--- src/rtl/overwriting_ring_history_buffer_assert.svh ---
// assertion macros for the overwriting ring history buffer
// used by the top level only, no other dependencies
`ifndef OVERWRITING_RING_HISTORY_BUFFER_ASSERT_SVH
`define OVERWRITING_RING_HISTORY_BUFFER_ASSERT_SVH

// condition must never hold outside reset
`define ORHB_ASSERT_NEVER(name, clk, rst_n, cond) \
    name: assert property (@(posedge clk) disable iff (!rst_n) !(cond)) \
        else $error("orhb assertion failed: forbidden condition seen");

// antecedent must be accompanied by consequent in the same cycle
`define ORHB_ASSERT_IMPLIES(name, clk, rst_n, ante, cons) \
    name: assert property (@(posedge clk) disable iff (!rst_n) (ante) |-> (cons)) \
        else $error("orhb assertion failed: implication violated");

`endif

--- src/rtl/orhb_pkg.sv ---
// shared types and constants of the overwriting ring history buffer
// no dependencies
package orhb_pkg;

    localparam int DEPTH       = 16;
    localparam int DATA_BITS   = 32;
    localparam int PTR_BITS    = (DEPTH > 1) ? $clog2(DEPTH) : 1;
    localparam int CNT_BITS    = $clog2(DEPTH + 1);
    localparam int QUEUE_DEPTH = 2;
    localparam int QPTR_BITS   = (QUEUE_DEPTH > 1) ? $clog2(QUEUE_DEPTH) : 1;
    localparam int QCNT_BITS   = $clog2(QUEUE_DEPTH + 1);

    // input op codes
    localparam logic OP_ADD  = 1'b0;
    localparam logic OP_DUMP = 1'b1;

    typedef struct packed {
        logic        op;
        logic [31:0] new_value;
    } in_item_t;

    typedef struct packed {
        logic [31:0] stored_value;
        logic        is_last;
    } out_item_t;

    typedef enum logic {
        CMD_ADD  = 1'b0,
        CMD_DUMP = 1'b1
    } cmd_kind_t;

    typedef struct packed {
        cmd_kind_t              kind;
        logic [DATA_BITS-1:0]   value;
    } cmd_t;

    typedef struct packed {
        logic                   dumping;
        logic [PTR_BITS-1:0]    write_pointer;
        logic [CNT_BITS-1:0]    fill_count;
    } back_status_t;

endpackage

--- src/rtl/orhb_front.sv ---
// front stage: accepts items and turns them into ring commands
// depends on orhb_pkg
module orhb_front (
    input  logic              clk,
    input  logic              rst_n,
    input  logic              item_valid,
    output logic              item_ready,
    input  orhb_pkg::in_item_t item,
    output logic              cmd_valid,
    input  logic              cmd_ready,
    output orhb_pkg::cmd_t    cmd
);
    import orhb_pkg::*;

    logic cmd_valid_reg;
    cmd_t cmd_reg;
    logic take;

    // stage is free when empty or when its command moves on
    assign item_ready = !cmd_valid_reg || cmd_ready;
    assign take       = item_valid && item_ready;
    assign cmd_valid  = cmd_valid_reg;
    assign cmd        = cmd_reg;

    // stage valid flag
    always_ff @(posedge clk or negedge rst_n)
    begin
        if (!rst_n)
        begin
            cmd_valid_reg <= 1'b0;
        end
        else if (take)
        begin
            cmd_valid_reg <= 1'b1;
        end
        else if (cmd_ready)
        begin
            cmd_valid_reg <= 1'b0;
        end
    end

    // classify and trim the value to the stored width
    always_ff @(posedge clk)
    begin
        if (take)
        begin
            cmd_reg.kind  <= (item.op == OP_DUMP) ? CMD_DUMP : CMD_ADD;
            cmd_reg.value <= DATA_BITS'(item.new_value);
        end
    end

endmodule

--- src/rtl/orhb_queue.sv ---
// short command queue between front and back
// depends on orhb_pkg
module orhb_queue (
    input  logic           clk,
    input  logic           rst_n,
    input  logic           push_valid,
    output logic           push_ready,
    input  orhb_pkg::cmd_t push_cmd,
    output logic           pop_valid,
    input  logic           pop_ready,
    output orhb_pkg::cmd_t pop_cmd
);
    import orhb_pkg::*;

    cmd_t                 slots [QUEUE_DEPTH];
    logic [QPTR_BITS-1:0] wr_ptr_reg;
    logic [QPTR_BITS-1:0] rd_ptr_reg;
    logic [QCNT_BITS-1:0] count_reg;
    logic                 push;
    logic                 pop;

    assign push_ready = (count_reg != QCNT_BITS'(QUEUE_DEPTH));
    assign pop_valid  = (count_reg != '0);
    assign push       = push_valid && push_ready;
    assign pop        = pop_valid && pop_ready;
    assign pop_cmd    = slots[rd_ptr_reg];

    // pointers and occupancy
    always_ff @(posedge clk or negedge rst_n)
    begin
        if (!rst_n)
        begin
            wr_ptr_reg <= '0;
            rd_ptr_reg <= '0;
            count_reg  <= '0;
        end
        else
        begin
            if (push)
            begin
                wr_ptr_reg <= (wr_ptr_reg == QPTR_BITS'(QUEUE_DEPTH - 1)) ? '0
                                                                        : wr_ptr_reg + 1'b1;
            end
            if (pop)
            begin
                rd_ptr_reg <= (rd_ptr_reg == QPTR_BITS'(QUEUE_DEPTH - 1)) ? '0
                                                                        : rd_ptr_reg + 1'b1;
            end
            if (push && !pop)
            begin
                count_reg <= count_reg + 1'b1;
            end
            else if (pop && !push)
            begin
                count_reg <= count_reg - 1'b1;
            end
        end
    end

    // slot storage
    always_ff @(posedge clk)
    begin
        if (push)
        begin
            slots[wr_ptr_reg] <= push_cmd;
        end
    end

endmodule

--- src/rtl/orhb_back.sv ---
// back end: holds the ring, applies adds and walks dumps into the result register
// depends on orhb_pkg
module orhb_back (
    input  logic                   clk,
    input  logic                   rst_n,
    input  logic                   cmd_valid,
    output logic                   cmd_ready,
    input  orhb_pkg::cmd_t         cmd,
    output logic                   result_valid,
    input  logic                   result_ready,
    output orhb_pkg::out_item_t    result,
    output orhb_pkg::back_status_t status
);
    import orhb_pkg::*;

    logic [DATA_BITS-1:0] entry_store [DEPTH];
    logic [PTR_BITS-1:0]  wp_reg;
    logic [CNT_BITS-1:0]  fill_reg;
    logic                 dumping_reg;
    logic [PTR_BITS-1:0]  rd_slot_reg;
    logic [CNT_BITS-1:0]  remain_reg;
    logic                 out_valid_reg;
    out_item_t            out_reg;

    logic                 pop;
    logic                 load;
    logic                 out_free;
    logic [PTR_BITS-1:0]  wp_inc;
    logic [PTR_BITS-1:0]  rd_inc;
    logic [CNT_BITS-1:0]  wp_wide;
    logic [PTR_BITS-1:0]  start_slot;

    assign cmd_ready    = !dumping_reg;
    assign pop          = cmd_valid && cmd_ready;
    assign out_free     = !out_valid_reg || result_ready;
    assign load         = dumping_reg && out_free;
    assign result_valid = out_valid_reg;
    assign result       = out_reg;

    assign status.dumping       = dumping_reg;
    assign status.write_pointer = wp_reg;
    assign status.fill_count    = fill_reg;

    // pointer wrap
    assign wp_inc = (wp_reg == PTR_BITS'(DEPTH - 1)) ? '0 : wp_reg + 1'b1;
    assign rd_inc = (rd_slot_reg == PTR_BITS'(DEPTH - 1)) ? '0 : rd_slot_reg + 1'b1;

    // oldest entry sits fill_count slots behind the write pointer
    assign wp_wide = CNT_BITS'(wp_reg);
    always_comb
    begin
        if (wp_wide >= fill_reg)
        begin
            start_slot = PTR_BITS'(wp_wide - fill_reg);
        end
        else
        begin
            start_slot = PTR_BITS'(wp_wide + CNT_BITS'(DEPTH) - fill_reg);
        end
    end

    // ring control and dump walk
    always_ff @(posedge clk or negedge rst_n)
    begin
        if (!rst_n)
        begin
            wp_reg        <= '0;
            fill_reg      <= '0;
            dumping_reg   <= 1'b0;
            rd_slot_reg   <= '0;
            remain_reg    <= '0;
            out_valid_reg <= 1'b0;
        end
        else
        begin
            if (pop)
            begin
                if (cmd.kind == CMD_ADD)
                begin
                    wp_reg <= wp_inc;
                    if (fill_reg != CNT_BITS'(DEPTH))
                    begin
                        fill_reg <= fill_reg + 1'b1;
                    end
                end
                else if (fill_reg != '0)
                begin
                    dumping_reg <= 1'b1;
                    rd_slot_reg <= start_slot;
                    remain_reg  <= fill_reg;
                end
            end

            if (load)
            begin
                rd_slot_reg <= rd_inc;
                remain_reg  <= remain_reg - 1'b1;
                if (remain_reg == CNT_BITS'(1))
                begin
                    dumping_reg <= 1'b0;
                end
            end

            if (load)
            begin
                out_valid_reg <= 1'b1;
            end
            else if (result_ready)
            begin
                out_valid_reg <= 1'b0;
            end
        end
    end

    // ring storage
    always_ff @(posedge clk)
    begin
        if (pop && (cmd.kind == CMD_ADD))
        begin
            entry_store[wp_reg] <= cmd.value;
        end
    end

    // result register, read straight out of the ring
    always_ff @(posedge clk)
    begin
        if (load)
        begin
            out_reg.stored_value <= 32'(entry_store[rd_slot_reg]);
            out_reg.is_last      <= (remain_reg == CNT_BITS'(1));
        end
    end

endmodule

--- src/rtl/overwriting_ring_history_buffer.sv ---
// overwriting ring history buffer, top level
// path: an add passes the front register and the command queue before it is written to the ring;
// a dump is walked oldest first into the result register, one entry per cycle while result_ready is high
// throughput: one add per cycle while the queue has room; a dump holds the back end until its last entry is loaded
// reset: pointers, fill count and handshakes clear at once; the ring contents are
// left undefined and are never shown before being written, so no clearing pass
module overwriting_ring_history_buffer (
    input  logic                clk,
    input  logic                rst_n,
    input  logic                item_valid,
    output logic                item_ready,
    input  orhb_pkg::in_item_t  item,
    output logic                result_valid,
    input  logic                result_ready,
    output orhb_pkg::out_item_t result
);
    import orhb_pkg::*;

    `include "overwriting_ring_history_buffer_assert.svh"

    logic         fr_valid;
    logic         fr_ready;
    cmd_t         fr_cmd;
    logic         bk_valid;
    logic         bk_ready;
    cmd_t         bk_cmd;
    back_status_t status;

    // accept and classify
    orhb_front u_front (
        .clk        (clk),
        .rst_n      (rst_n),
        .item_valid (item_valid),
        .item_ready (item_ready),
        .item       (item),
        .cmd_valid  (fr_valid),
        .cmd_ready  (fr_ready),
        .cmd        (fr_cmd)
    );

    // decoupling queue
    orhb_queue u_queue (
        .clk        (clk),
        .rst_n      (rst_n),
        .push_valid (fr_valid),
        .push_ready (fr_ready),
        .push_cmd   (fr_cmd),
        .pop_valid  (bk_valid),
        .pop_ready  (bk_ready),
        .pop_cmd    (bk_cmd)
    );

    // ring and dump walk
    orhb_back u_back (
        .clk          (clk),
        .rst_n        (rst_n),
        .cmd_valid    (bk_valid),
        .cmd_ready    (bk_ready),
        .cmd          (bk_cmd),
        .result_valid (result_valid),
        .result_ready (result_ready),
        .result       (result),
        .status       (status)
    );

    // fill count saturates at the ring depth
    `ORHB_ASSERT_NEVER(fill_in_range, clk, rst_n, status.fill_count > CNT_BITS'(DEPTH))
    // until full, the write pointer tracks the fill count
    `ORHB_ASSERT_IMPLIES(wp_tracks_fill, clk, rst_n, status.fill_count != CNT_BITS'(DEPTH), CNT_BITS'(status.write_pointer) == status.fill_count)
    // no command is taken while a dump is being walked
    `ORHB_ASSERT_NEVER(no_pop_in_dump, clk, rst_n, status.dumping && bk_ready)

endmodule
--- config.mk ---
export PLATFORM = sky130hd
export DESIGN_NAME = overwriting_ring_history_buffer
export DESIGN_NICKNAME = d
export VERILOG_FILES = /design/src/rtl/orhb_pkg.sv /design/src/rtl/orhb_front.sv /design/src/rtl/orhb_queue.sv /design/src/rtl/orhb_back.sv /design/src/rtl/overwriting_ring_history_buffer.sv
export VERILOG_INCLUDE_DIRS = /design/src /design/src/rtl
export SDC_FILE = /design/constraint.sdc
export NUM_CORES = 1
export LEC_CHECK = 0
export BUFFER_PORTS_ARGS = -buffer_cell sky130_fd_sc_hd__buf_2
export CORE_ASPECT_RATIO = 0.75
export CORE_MARGIN = 3
export CORE_UTILIZATION = 29
export CTS_CLUSTER_SIZE = 28
export DETAILED_ROUTE_END_ITERATION = 16
export HOLD_SLACK_MARGIN = 0.15
export PLACE_DENSITY_LB_ADDON = 0.08
export SLEW_MARGIN = 5
export SYNTH_ARGS = -nofsm -noshare
export SYNTH_HDL_FRONTEND = slang
export SYNTH_SLANG_ARGS = --single-unit
--- constraint.sdc ---
create_clock -name clk -period 3.86 [get_ports clk]
set_input_delay 0.386 -clock clk [delete_from_list [all_inputs] [get_ports clk]]
set_output_delay 0.386 -clock clk [all_outputs]
set_load 0.01 [all_outputs]
==> flow_summary.json <==
{
  "status": "finished clean",
  "synthTopCellsByArea": "edfxtp_1 75%, mux4_2 5.6%, mux2i_1 3.8%, mux2_2 2.8%, dfrtp_1 2.4%",
  "antenna_found_initial": 0,
  "areaGrowthSynthToFinish_pct": 18.1,
  "finalCriticalPeriod_ns": 2.99,
  "cts.path.max_buffers": 3,
  "gp_congestion": 0.712,
  "htree_num_levels": 3,
  "hp-class": "input pin to asynchronous set/reset pin",
  "die_width_um": 349,
  "cts_tree": "built",
  "tightest_slew_ns": 1.04,
  "io_buffers": 71,
  "dp.final_hpwl_um": 35300,
  "antenna_cells": 0,
  "yosysUniqueCellTypes": 44,
  "insertion_delay_ns": 0.61,
  "crit_chain": "mux2i_4 -> nor2b_1 -> nand2_1 -> nor2_4 -> buf_12",
  "avgSynthCellArea_sq_um": 19.8,
  "fp.dieH_um": 264,
  "drtIter0Drc": 852,
  "synth_cells": 1292,
  "rsz0062_at_grt": "no",
  "routed_wl_um": 64500,
  "drc": 0,
  "synth_top_cell_by_area": "edfxtp_1",
  "top_register": "u_back.entry_store",
  "synth_edf_count": 644,
  "cp.required_ns": 4.15,
  "start_kind": "flop",
  "slowest_stage": "nor2b_1",
  "syn-cell-area_sq_um": 25600,
  "dp_slack_ns": 0.927,
  "critPathMaxStageDelay_ns": 0.68,
  "largest_reg_flops": 512,
  "initial_core_util": 0.296,
  "fin_nets": 1509,
  "worst_setup_path_end_kind": "flop",
  "synth-seq-cells": 669,
  "detail-route-antenna-nets": 0,
  "vias_per_cell": 4.68,
  "seq_area_sq_um": 20000,
  "dr.pass1.iters": 4,
  "routed-via-count": 12400,
  "clockRootBuffer": "clkbuf_16",
  "rows": 93,
  "postCtsSetupBuffers": 0,
  "vdd_drop_max_uv": 419,
  "clock_sinks": 669,
  "p_per_area_nw_per_um2": 763,
  "totalPowerFinal_uw": 23100,
  "crit_type": "flop to flop",
  "synth_ff_type": "edfxtp_1",
  "fmax_mhz": 334,
  "multi_input_area_sq_um": 5410,
  "synth_nets": 1344,
  "synth_top_area_frac": 0.754,
  "wl_per_cell_um": 24.3,
  "setup_tns_ns": 0,
  "final_cell_mix": "644 x edfxtp_1, 97 x mux2i_1, 75 x clkbuf_16",
  "cp_top_family": "simple AND/OR/NAND/NOR gates",
  "leakagePower_uw": 0.00985,
  "drive_above_1_share": 0.262,
  "fin_skew_ns": 0.0223,
  "worstPathArrival_ns": 3.28,
  "worstPathMaxFanout": 22,
  "grt_pass1_wl_um": 93700,
  "cts-buffers-inserted": 73,
  "yosysWarnings": 0,
  "relSlewSlack": 0.309,
  "slew_viol_final": 0,
  "async_reset_ff_frac": 0.0374,
  "grt_max_degree": 51,
  "dieArea_sq_um": 92000,
  "top_regs": "u_back.entry_store: 512 flops, u_queue.slots: 66 flops",
  "fin_crit_sh": 0.775,
  "setup_viol": 0,
  "design.core.area_sq_um": 86700,
  "grt_usage": 0.141,
  "grt_pass1_vias": 12900,
  "ys_seq_area_frac": 0.779,
  "final_common_cell": "edfxtp_1",
  "fill_cells": 8076,
  "cap_viol_max_count": 0,
  "clk_pin_slew_ns": 0.06,
  "cp.buffers_inverters": 1,
  "hold_viol_final": 0,
  "overflow": 0,
  "layout_setup_ws_ns": 0.869,
  "io_pins": 72
}
cells in the mapped netlist (2+ instances only):
library cell / n
a221oi_1: 14
mux2_2: 64
nand3_1: 5
o21ai_0: 71
mux4_2: 64
and2_1: 2
xnor2_1: 9
dfrtp_1: 25
a21oi_1: 37
buf_4: 6
a22oi_1: 33
nand2b_1: 7
o211ai_1: 2
nor4_1: 2
buf_1: 10
buf_2: 17
clkbuf_1: 18
o221a_2: 2
nand2_1: 54
xor2_1: 5
a221oi_2: 20
o21ai_1: 2
nor2b_1: 2
buf_6: 11
edfxtp_1: 644
mux2i_1: 97
ha_1: 14
a21o_1: 2
nor3_1: 6
inv_1: 11
nor2_1: 23
metal layers:
metal  routed length, um  up-vias  track usage
met1               31000     6522        0.203
met3                2240       88       0.0269
met4                1310        0       0.0370
met2               30000      199        0.219
li1                    -     5588            -
met5                   0        -            0
where the power goes:
part / switching, uW / leakage [uW] / internal (uW)
registers: 540 / 0.00614 / 9710
logic: 3910 / 0.00261 / 2300
clock network: 2810 / 0.00110 / 3830
cell families after synthesis:
logic type | Yosys count | share of synthesized area
AO/OA/AOI/OAI | 187 | 0.0512
AND/OR/NAND/NOR | 108 | 0.0190
adder cells (fa/ha/maj) | 15 | 0.00761
XOR/XNOR | 14 | 0.00478
multiplexers | 226 | 0.123
flip-flops | 669 | 0.779
buffers and inverters | 73 | 0.0156
layout make-up:
cell class                 instances  area share
inverter                          11     0.00136
multi-input combinational        550       0.179
clock buffer                      89      0.0640
sequential                       669       0.660
tap                             1140      0.0471
clock inverter                    39     0.00950
timing repair buffer             152      0.0397
through the flow:
stage               utilization  hold WS, ns  area [sq um]  std cells
finish                    0.349        0.321         30300       2650
global route              0.349        0.357         30300       2650
CTS                       0.349        0.307         30300       2650
detailed placement        0.319        0.431         27700       2486
global placement          0.319        0.423         27700       2486
floorplan                     -       0.0904         25600       1292
final timing paths:
check                                               startpoint                                    to  slack (ns)  depth (start not counted)
worst min-delay path                                     rst_n        u_queue.wr_ptr_reg$_DFFE_PN0P_        0.32                          2
worst min register to register        u_front.cmd[8]$_DFFE_PP_         u_queue.slots[0][8]$_DFFE_PP_        0.44                          0
max in group asynchronous                                rst_n     u_back.rd_slot_reg[1]$_DFFE_PN0P_        3.08                          2
min in group clk                      u_front.cmd[8]$_DFFE_PP_         u_queue.slots[0][8]$_DFFE_PP_        0.44                          0
worst max-delay path            u_queue.rd_ptr_reg$_DFFE_PN0P_  u_back.entry_store[14][19]$_DFFE_PP_        0.87                          5
worst max register to register  u_queue.rd_ptr_reg$_DFFE_PN0P_  u_back.entry_store[14][19]$_DFFE_PP_        0.87                          5
worst register-to-register path: stages (launching register included):
cell and delay (ns):
dfrtp_2 0.39, mux2i_4 0.30, nor2b_1 0.68, nand2_1 0.41
nor2_4 0.57, buf_12 0.29
timing repair:
action	in CTS	in global routing
hold endpoints to repair	60	0
hold buffers	36	0
resized for setup	0	0
Power figures use the tool's default switching activity.
